--- src/rtl/core/assert_macros.svh ---
// assertion macros used by the rtl controller cfda_ctrl
// no dependencies; define ASSERT_OFF to drop all checks
`ifndef ASSERT_MACROS_SVH
`define ASSERT_MACROS_SVH
`ifndef ASSERT_OFF
`define ASSERT_AT(label, clk, rst_n, prop) \
    label: assert property (@(posedge clk) disable iff (!rst_n) (prop)) \
        else $error("assertion failed");
`define ASSERT_NEVER(label, clk, rst_n, cond) \
    label: assert property (@(posedge clk) disable iff (!rst_n) !(cond)) \
        else $error("forbidden condition");
`else
`define ASSERT_AT(label, clk, rst_n, prop)
`define ASSERT_NEVER(label, clk, rst_n, cond)
`endif
`endif

--- src/rtl/core/cfda_pkg.sv ---
// types and constants of the color feature distance accumulator
// no dependencies
`default_nettype none
package cfda_pkg;
    localparam int CH_W    = 8;
    localparam int SUM_W   = 40;
    localparam int ADD_W   = 20;
    localparam int DIST_W  = 48;
    localparam int PROD_W  = 80;
    localparam int ROOT_W  = 36;
    localparam int REM_W   = 40;
    localparam int CAND_W  = 114;
    localparam int QA_W    = 97;
    localparam int Q_W     = 17;
    localparam int CNT_W   = 6;
    localparam int BIT_W   = 5;

    localparam logic [1:0] METRIC_MANHATTAN  = 2'd0;
    localparam logic [1:0] METRIC_EUCLIDEAN  = 2'd1;
    localparam logic [1:0] METRIC_CHESSBOARD = 2'd2;
    localparam logic [1:0] METRIC_COSINE     = 2'd3;

    typedef struct packed {
        logic [CH_W-1:0] first_ch0;
        logic [CH_W-1:0] first_ch1;
        logic [CH_W-1:0] first_ch2;
        logic [CH_W-1:0] second_ch0;
        logic [CH_W-1:0] second_ch1;
        logic [CH_W-1:0] second_ch2;
        logic            last;
    } t_in_item;

    typedef struct packed {
        logic [DIST_W-1:0] distance;
        logic              undefined_result;
    } t_out_item;

    typedef struct packed {
        logic             acc_en;
        logic             clear;
        logic             sqrt_init;
        logic             sqrt_step;
        logic             mul_init_a;
        logic             mul_init_d;
        logic             mul_step;
        logic             save_a;
        logic             save_d;
        logic             cos_init;
        logic             cos_add;
        logic             cos_cmp;
        logic             load_out;
        logic [BIT_W-1:0] bit_idx;
    } t_dp_cmd;

    typedef struct packed {
        logic       out_valid;
        logic       zero_norm;
        logic [1:0] metric;
    } t_dp_status;
endpackage
`default_nettype wire

--- src/rtl/core/cfda_ctrl.sv ---
// controller: sequences accumulation and the per-vector finishing steps
// depends on cfda_pkg and assert_macros.svh
`default_nettype none
`include "assert_macros.svh"
module cfda_ctrl
    import cfda_pkg::*;
(
    input  wire logic       i_clk,
    input  wire logic       i_rst_n,
    input  wire logic       i_in_valid,
    input  wire logic       i_in_last,
    input  wire logic       i_out_stall,
    input  wire t_dp_status i_status,
    output logic            o_in_stall,
    output t_dp_cmd         o_cmd
);
    typedef enum logic [9:0] {
        S_IDLE  = 10'b0000000001,
        S_PREP  = 10'b0000000010,
        S_SQRT  = 10'b0000000100,
        S_MULA  = 10'b0000001000,
        S_SAVEA = 10'b0000010000,
        S_MULD  = 10'b0000100000,
        S_COSI  = 10'b0001000000,
        S_CADD  = 10'b0010000000,
        S_CCMP  = 10'b0100000000,
        S_DONE  = 10'b1000000000
    } t_state;

    t_state           r_state, n_state;
    logic [CNT_W-1:0] r_cnt, n_cnt;
    logic             out_free, accept;

    assign out_free   = !i_status.out_valid || !i_out_stall;
    assign o_in_stall = (r_state != S_IDLE) || (i_status.out_valid && i_out_stall);
    assign accept     = i_in_valid && !o_in_stall;

    always_comb begin
        n_state       = r_state;
        n_cnt         = r_cnt;
        o_cmd         = '0;
        o_cmd.bit_idx = r_cnt[BIT_W-1:0];
        case (r_state)
            S_IDLE: begin
                o_cmd.acc_en = accept;
                if (accept && i_in_last) n_state = S_PREP;
            end
            S_PREP: begin
                if (i_status.metric == METRIC_EUCLIDEAN) begin
                    o_cmd.sqrt_init = 1'b1;
                    n_cnt           = CNT_W'(ROOT_W - 1);
                    n_state         = S_SQRT;
                end else if (i_status.metric == METRIC_COSINE && !i_status.zero_norm) begin
                    o_cmd.mul_init_a = 1'b1;
                    n_cnt            = CNT_W'(SUM_W - 1);
                    n_state          = S_MULA;
                end else begin
                    n_state = S_DONE;
                end
            end
            S_SQRT: begin
                o_cmd.sqrt_step = 1'b1;
                n_cnt           = r_cnt - 1'b1;
                if (r_cnt == '0) n_state = S_DONE;
            end
            S_MULA: begin
                o_cmd.mul_step = 1'b1;
                n_cnt          = r_cnt - 1'b1;
                if (r_cnt == '0) n_state = S_SAVEA;
            end
            S_SAVEA: begin
                o_cmd.save_a     = 1'b1;
                o_cmd.mul_init_d = 1'b1;
                n_cnt            = CNT_W'(SUM_W - 1);
                n_state          = S_MULD;
            end
            S_MULD: begin
                o_cmd.mul_step = 1'b1;
                n_cnt          = r_cnt - 1'b1;
                if (r_cnt == '0) n_state = S_COSI;
            end
            S_COSI: begin
                o_cmd.save_d   = 1'b1;
                o_cmd.cos_init = 1'b1;
                n_cnt          = CNT_W'(Q_W - 1);
                n_state        = S_CADD;
            end
            S_CADD: begin
                o_cmd.cos_add = 1'b1;
                n_state       = S_CCMP;
            end
            S_CCMP: begin
                o_cmd.cos_cmp = 1'b1;
                n_cnt         = r_cnt - 1'b1;
                n_state       = (r_cnt == '0) ? S_DONE : S_CADD;
            end
            S_DONE: begin
                if (out_free) begin
                    o_cmd.load_out = 1'b1;
                    o_cmd.clear    = 1'b1;
                    n_state        = S_IDLE;
                end
            end
            default: n_state = S_IDLE;
        endcase
    end

    always_ff @(posedge i_clk) begin
        if (!i_rst_n) begin
            r_state <= S_IDLE;
            r_cnt   <= '0;
        end else begin
            r_state <= n_state;
            r_cnt   <= n_cnt;
        end
    end

    // quotient compare always follows its partial-sum cycle
    `ASSERT_AT(a_cmp_after_add, i_clk, i_rst_n, o_cmd.cos_cmp |-> $past(o_cmd.cos_add))
    `ASSERT_NEVER(a_acc_with_load, i_clk, i_rst_n, o_cmd.acc_en && o_cmd.load_out)
    `ASSERT_AT(a_load_needs_room, i_clk, i_rst_n, o_cmd.load_out |-> out_free)
    `ASSERT_AT(a_sqrt_ends, i_clk, i_rst_n,
        (r_state == S_SQRT && r_cnt == '0) |=> (r_state == S_DONE))
endmodule
`default_nettype wire

--- config.mk ---
export PLATFORM = sky130hd
export DESIGN_NAME = cfda_ctrl
export DESIGN_NICKNAME = d
export VERILOG_FILES = /design/src/rtl/core/cfda_pkg.sv /design/src/rtl/core/cfda_ctrl.sv
export VERILOG_INCLUDE_DIRS = /design/src /design/src/rtl/core
export SDC_FILE = /design/constraint.sdc
export NUM_CORES = 1
export LEC_CHECK = 0
export CORE_MARGIN = 2
export CORE_UTILIZATION = 60
export DETAILED_ROUTE_END_ITERATION = 6
export DONT_BUFFER_PORTS = 1
export PLACE_DENSITY_LB_ADDON = 0.15
export SLEW_MARGIN = 15
export SYNTH_ARGS = -nofsm -noshare
export SYNTH_HDL_FRONTEND = slang
export SYNTH_SLANG_ARGS = --single-unit
--- constraint.sdc ---
create_clock -name i_clk -period 4.4 [get_ports i_clk]
set_input_delay 0.44 -clock i_clk [delete_from_list [all_inputs] [get_ports i_clk]]
set_output_delay 0.44 -clock i_clk [all_outputs]
set_load 0.01 [all_outputs]
# ---- Word-level counts from Yosys, hierarchy flattened
# Index checks and enable logic that the tools add are counted.
dict set report op_classes {
  n_eq_ne 19
  n_mux 26
  n_reduce_logical 16
  addsub 1
}
# cell n
set op_table {}
lappend op_table {{$pmux W10 S10} 1}
lappend op_table {{$mux W10} 8}
lappend op_table {{$pmux W6 S4} 1}
lappend op_table {{$mux W1} 13}
lappend op_table {{$mux W6} 2}
lappend op_table {{$eq A10 B1 Y1 const B} 1}
lappend op_table {{$eq A10 B10 Y1 const B} 1}
lappend op_table {{$eq A10 B2 Y1 const B} 1}
lappend op_table {{$eq A10 B3 Y1 const B} 1}
lappend op_table {{$eq A10 B4 Y1 const B} 1}
lappend op_table {{$eq A10 B5 Y1 const B} 1}
lappend op_table {{$eq A10 B6 Y1 const B} 1}
lappend op_table {{$eq A10 B7 Y1 const B} 1}
lappend op_table {{$eq A10 B8 Y1 const B} 1}
lappend op_table {{$eq A10 B9 Y1 const B} 1}
lappend op_table {{$ne A10 B1 Y1 const B} 1}
lappend op_table {{$ne A2 B2 Y1 const B} 5}
lappend op_table {{$logic_not A6 Y1} 1}
lappend op_table {{$sub A6 B1 Y6 const B} 1}
lappend op_table {{$reduce_and A5 Y1} 1}
lappend op_table {{$logic_and A1 B1 Y1} 4}
lappend op_table {{$logic_not A1 Y1} 4}
lappend op_table {{$reduce_bool A4 Y1} 1}
lappend op_table {{$reduce_or A4 Y1} 1}
lappend op_table {{7 further kinds} 8}
dict set report word_totals {
  out_inout_bits 19
  regBits 16
  wordCells 64
  in_bits 9
}

# ---- Longest topological paths before layout
# Gate-level depths: netlist (run 1).
dict set report logic_depth {
  word_depth 7
  mapped_depth 7
  ltp_nobuf 6
}

# ---- Worst setup path before layout (run 1)
# OpenSTA, ideal clock, no wires.
dict set report synth_timing {
  path_type {reg-to-output}
  from {reg r_state[2]}
  to {out o_cmd[16] in the netlist's numbering}
  slack_ns 2.477
  required_ns 3.960
  arrival_ns 1.483
  stages_incl_launch_ff 6
  path_buffers 2
  path_cell_list {dfxtp_1 -> buf_6 -> or4_4 -> nor3_2 -> and4_1 -> buf_4}
}
# element line_no
set synth_lines {}
lappend synth_lines {{start: declaration} cfda_ctrl.sv:30} ;# t_state r_state, n_state;
lappend synth_lines {{start signal: assignment} cfda_ctrl.sv:113} ;# r_state <= n_state;
lappend synth_lines {{end: declaration} cfda_ctrl.sv:15} ;# output t_dp_cmd o_cmd

==> results of run 1 <==
cell families after synthesis:
group | count (synthesis)
muxes | 1
and+or+nand+nor | 61
buffers and inverters | 27
xor gates and xnor gates | 4
adders and majority gates | 2
AOI/OAI and AO/OA | 35
DFF | 16
flip-flops by register name (all words and copies together) (netlist names):
register,flops
r_cnt,6
r_state,10
power groups by stage:
| stage | combinational (mW) | sequential (mW) | clock (mW) |
|---|---|---|---|
| finish | 0.199 | 0.201 | 0.0986 |
| global route | 0.219 | 0.206 | 0.107 |
| CTS | 0.199 | 0.200 | 0.101 |
| detailed placement | 0.198 | 0.204 | 0 |
| global placement | 0.193 | 0.203 | 0 |
| floorplan | 0.182 | 0.186 | 0 |
worst max-delay path, stage by stage (launching register included):
cell and delay, ps:
dfxtp_1 490, nor4b_1 570, nand4_1 210, nor3_1 410
stage by stage:
| step | worst slack [ps] | utilization [%] | hold WS, ps |
|---|---|---|---|
| 2_1_floorplan | 2480 | - | 450 |
| 3_3_place_gp | 2290 | 58.6 | 464 |
| 3_5_place_dp | 2180 | 58.6 | 475 |
| 4_1_cts | 1990 | 60.5 | 260 |
| 5_1_grt | 1860 | 60.5 | 246 |
| 6_report | 2000 | 60.5 | 264 |
synth_stat cells (2+ instances only):
cell / number / share of area (%)
a21oi_1: 5 / 2.1
a311oi_1: 2 / 1.5
and3_1: 6 / 3.1
buf_4: 9 / 5.7
buf_6: 2 / 1.9
dfxtp_1: 16 / 27
ha_1: 2 / 2.1
inv_1: 12 / 3.8
nand2_1: 11 / 3.5
nand2b_1: 2 / 1.0
nand4_1: 3 / 1.6
nand4b_1: 2 / 1.5
nor2_1: 6 / 1.9
nor3_1: 9 / 3.8
nor3_2: 3 / 2.5
nor3b_1: 3 / 1.9
nor4_1: 3 / 1.6
nor4b_1: 4 / 2.9
o211ai_1: 2 / 1.3
o21a_1: 3 / 1.9
o21ai_0: 8 / 3.4
or3_1: 2 / 1.0
xor2_1: 3 / 2.2
cell type report:
cell class                 instances  area share [%]
clock buffer                       4            3.12
inverter                          13            4.20
multi-input combinational        103            62.2
sequential                        16            27.6
tap                               27            2.91
routing by layer:
metal | part of all wire, % | track usage [%]
met1 | 43 | 28.2
met2 | 50 | 41.1
met3 | 4.4 | 4.63
met4 | 2.9 | 12.9
met5 | 0 | 0
worst min path at each step:
stage	startpoint	end	slack [ps]	cells after the start
finish	i_rst_n	r_state[9]	260	1
global route	i_rst_n	r_state[9]	250	1
CTS	i_rst_n	r_state[9]	260	1
detailed placement	r_cnt[5]	r_cnt[5]	470	2
global placement	r_cnt[5]	r_cnt[5]	460	2
floorplan	r_cnt[5]	r_cnt[5]	450	2
==> impl_metrics.yaml, run 1 <==
outcome:
  outcome: "complete, no violations"
timing:
  finalClockSkew_ps: 4.74
  hold_viol: 0
  slew_headroom_pct: 35.8
  fmax_mhz: 416
  rsz0062_at_grt: "false"
  tightest_slew_ps: 954
  period_share_pct: 54.6
  tns_ps: 0
  period_minus_slack_ps: 2400
  slew_violations: 0
  setup-violations-final: 0
floorplanning:
  design.die.area_um2: 2360
  rows: 16
  die_w_um: 48.6
  floorplan.initialDensity_pct: 62.2
  fp.coreArea_um2: 1920
  chipHeight_um: 48.6
  io_pins: 28
power:
  switching_power_mw: 0.204
  pwr-share-comb_pct: 39.9
  peakVddDrop_mv: 0.284
  p_per_area_nw_per_um2: 429
  clockPowerShare_pct: 19.7
  p_sw_share_pct: 40.8
  p_leak_nw: 0.472
  p_int_mw: 0.295
  seqPwrFrac_pct: 40.4
  power.total_mw: 0.499
logic_synthesis:
  synthArstFlopShare_pct: 0
  synth_nets: 157
  postSynthCellCount: 146
  seq_area_frac_synth_pct: 26.8
  synth_top_family_by_area: "simple AND/OR/NAND/NOR gates"
  synth.avg_cell_area_um2: 8.18
  synth.area.mux_share_pct: 0.838
  synthAdderAreaFrac_pct: 2.09
  yosys_warnings: 0
  syn_area_um2: 1190
  yosys_most_used_dff: "dfxtp_1"
  synth_edf_count: 0
  yosys.area_share.simple_pct: 32.4
  yosys_register_bits: 16
  synth_compound_area_share_pct: 22.3
  synth_xor_area_share_pct: 2.93
  synth_cell_type_count: 51
routing:
  routed_wl_um: 2720
  post-route-drc-count: 0
  antenna_left: 0
  drtIter0Drc: 21
  vias: 1056
  dr.pass1.iters: 4
  via_per_inst: 6.48
  wl_per_cell_um: 16.7
cts:
  cts_buffers: 3
  clock_latency_ps: 290
  cts_sinks: 16
  htree_levels: 1
  cts_tree: "built"
  cts_root_buffer: "clkbuf_4"
  clk_pin_slew_worst_paths_ps: 100
  cts_hold_buffers: 0
  cts_resized: 0
  cts_buffer_depth: 2
  postCtsSetupBuffers: 0
grt:
  grt_start_max_net_pins: 12
  track_usage_pct: 24.0
  grt_pass1_wl_um: 4470
  grt-ovfl-total: 0
  antenna_found_initial: 0
  grt_pass1_vias: 972
finish:
  area_growth_pct: -2.72
  final_cells: 163
  final_area_um2: 1160
  final_cell_mix: "dfxtp_1, inv_1, nand2_1"
  drive_gt1_share_pct: 11.8
  final_nets: 148
  antenna_cells: 0
  seqCellArea_um2: 320
  final_common_cell: "dfxtp_1"
  nFillCells: 192
  multi_input_area_um2: 723
placed_design:
  place.gp.congestion: 0.896
  io_buffer_count: 0
  place_inst: 159
  place_hpwl_um: 2130
  dpl-instance-area_um2: 1130
critical_path:
  worstSetupPathType: "flip-flop to output pin"
  cp-endpoint: "o_cmd[13]"
  crit_path_end_kind: "output pin"
  start_kind: "flip-flop"
  r2r_setup_slack_ps: 2140
  r2r_cells: 5
  required_ps: 3960
  cp-startpoint: "r_state[1]"
  reg2reg_from: "r_state[8]"
  r2r-end: "r_state[0]"
  cp_max_fo: 7
  worstPathArrival_ps: 1960
hold_path:
  hold_path_class: "input pin to flip-flop"
job:
  cap_viol_max_count: 0
Note: power is estimated with default switching activity, not from simulation.
==> run 2: changes to the inputs <==
- ABC_AREA: unset -> 1
- CORE_UTILIZATION: 60 -> 56
- clock period: 4.4 -> 2.05 ns (I/O delays scaled with it)
==> run 2 against run 1 <==
Against the previous run: area after synthesis grew 5.0%; die area grew 11%; critical path type unchanged; largest power group is now combinational cells; final cell count up 31%.
==> impl_metrics.yaml, run 2 <==
outcome:
  outcome: "complete, no violations"
timing:
  slew_headroom_pct: 70.6
  tightest_slew_ps: 439
  fmax_mhz: 537
  period_share_pct: 90.8
  slew_violations: 0
  setup-violations-final: 0
  holdWs_ps: 11.3
  period_minus_slack_ps: 1860
  hold_viol: 0
  tns_ps: 0
  finalClockSkew_ps: 1.95
  rsz0062_at_grt: "false"
routing:
  dr.pass1.iters: 4
  wl_per_cell_um: 12.6
  via_per_inst: 5.34
  antenna_left: 0
  routed_wl_um: 2680
  post-route-drc-count: 0
  vias: 1138
  drtIter0Drc: 57
floorplanning:
  rows: 17
  design.die.area_um2: 2640
  floorplan.initialDensity_pct: 57.8
  die_w_um: 51.3
  io_pins: 28
  fp.coreArea_um2: 2170
  chipHeight_um: 51.3
cts:
  cts_resized: 0
  cts_root_buffer: "clkbuf_4"
  postCtsSetupBuffers: 0
  cts_buffers: 3
  cts_hold_buffers: 0
  htree_levels: 1
  clock_latency_ps: 300
  cts_buffer_depth: 2
  cts_tree: "built"
  clk_pin_slew_worst_paths_ps: 110
  cts_sinks: 16
power:
  p_per_area_nw_per_um2: 1440
  peakVddDrop_mv: 0.882
  p_leak_nw: 0.648
finish:
  final_cell_mix: "nand2_1, inv_1, nor2_1"
  final_nets: 197
  final_area_um2: 1250
  final_common_cell: "nand2_1"
  reg_top3: "r_state (10), r_cnt (6)"
  fin_util_pct: 57.5
  area_growth_pct: -0.598
  largest-register: "r_state"
  antenna_cells: 0
  drive_gt1_share_pct: 17.3
  largest_reg_flops: 10
grt:
  grt_pass1_vias: 1054
  grt-ovfl-total: 0
  grt_pass1_wl_um: 4620
  antenna_found_initial: 0
  track_usage_pct: 23.7
  grt_start_max_net_pins: 13
critical_path:
  r2r-end: "r_state[5]"
  r2r_setup_slack_ps: 250
  start_kind: "flip-flop"
  worstPathArrival_ps: 1660
  required_ps: 1850
  reg2reg_from: "r_state[5]"
  cp_max_fo: 4
  crit_path_end_kind: "output pin"
  worstSetupPathType: "flip-flop to output pin"
  r2r_cells: 8
logic_synthesis:
  postSynthCellCount: 191
  syn_area_um2: 1250
  netlist.area_leader.share_pct: 25.5
  synth_edf_count: 0
  synth_nets: 202
  synth_cell_type_count: 29
  synth.largest_area_cell: "dfxtp_1"
  yosys_warnings: 0
  synth.area.top_cells: "dfxtp_1, nand2_1, inv_1"
  yosys_most_used_dff: "dfxtp_1"
  seq_area_frac_synth_pct: 25.5
  synth.avg_cell_area_um2: 6.57
  synthArstFlopShare_pct: 0
  yosys_register_bits: 16
  yosysMostFrequentCell: "nand2_1"
  ys_top_cells_by_count: "nand2_1, inv_1, nor2_1"
hold_path:
  holdPathStages: 2
  holdCritStartpoint: "i_rst_n"
  hold_path_class: "input pin to flip-flop"
  min_to: "r_state[2]"
placed_design:
  place.gp.congestion: 0.825
  dpl-instance-area_um2: 1210
  io_buffer_count: 0
  place_hpwl_um: 2070
job:
  cap_viol_max_count: 0
==> run 2: worst max-delay path by stage <==
| stage | startpoint | to | slack [ps] |
|---|---|---|---|
| floorplan | r_state[5] | r_state[3] | 540 |
| global placement | r_state[5] | r_state[2] | 360 |
| detailed placement | r_cnt[2] | r_state[9] | 310 |
| CTS | r_state[5] | o_cmd[17] | 200 |
| global route | r_state[2] | o_cmd[17] | 50 |
| finish | r_state[2] | o_cmd[17] | 190 |
==> run 2: layout make-up <==
cell class	instances	area, um2
tap	28	35.0
clock buffer	4	36.3
inverter	33	124
fill	218	922
sequential	16	320
multi-input combinational	132	732
==> run 2: power breakdown <==
group	internal [mW]	switching (mW)
logic	0.355	0.735
clock network	0.108	0.115
registers	0.394	0.0881
total	0.858	0.939
==> run 2: cell families (layout without fill, tap and decap cells) <==
logic type | count (synthesis) | count (layout) | share of synthesized area [%]
AOI/OAI and AO/OA | 14 | 14 | 7.88
and+or+nand+nor | 114 | 114 | 47.1
xor gates and xnor gates | 2 | 2 | 1.40
DFF | 16 | 16 | 25.5
buffers and inverters | 43 | 37 | 16.2
adders and majority gates | 2 | 2 | 1.99
==> run 2: critical path: stages (launching register included) <==
cell     delay (ps)
dfxtp_1         340
nor2_1          230
nand2_1         130
nor3_2          290
nand2_1         170
nor2_1          210
==> run 2: layer usage <==
metal  vias up  routed length, um  GRT usage (%)  share of wire (%)
met3         5                201           4.97                7.5
li1        578                  -              -                  -
met1       510               1220           30.6                 45
met4         0                 38           7.89                1.4
met2        45               1220           39.4                 46
met5         -                  0              0                  0
==> run 2: per-stage QoR <==
| stage | setup WS, ps | power (mW) | instances |
|---|---|---|---|
| 2_1_floorplan | 542 | 1.46 | 191 |
| 6_report | 188 | 1.80 | 213 |
| 3_3_place_gp | 361 | 1.55 | 209 |
| 5_1_grt | 48.1 | 1.98 | 213 |
| 3_5_place_dp | 313 | 1.56 | 209 |
| 4_1_cts | 203 | 1.79 | 213 |
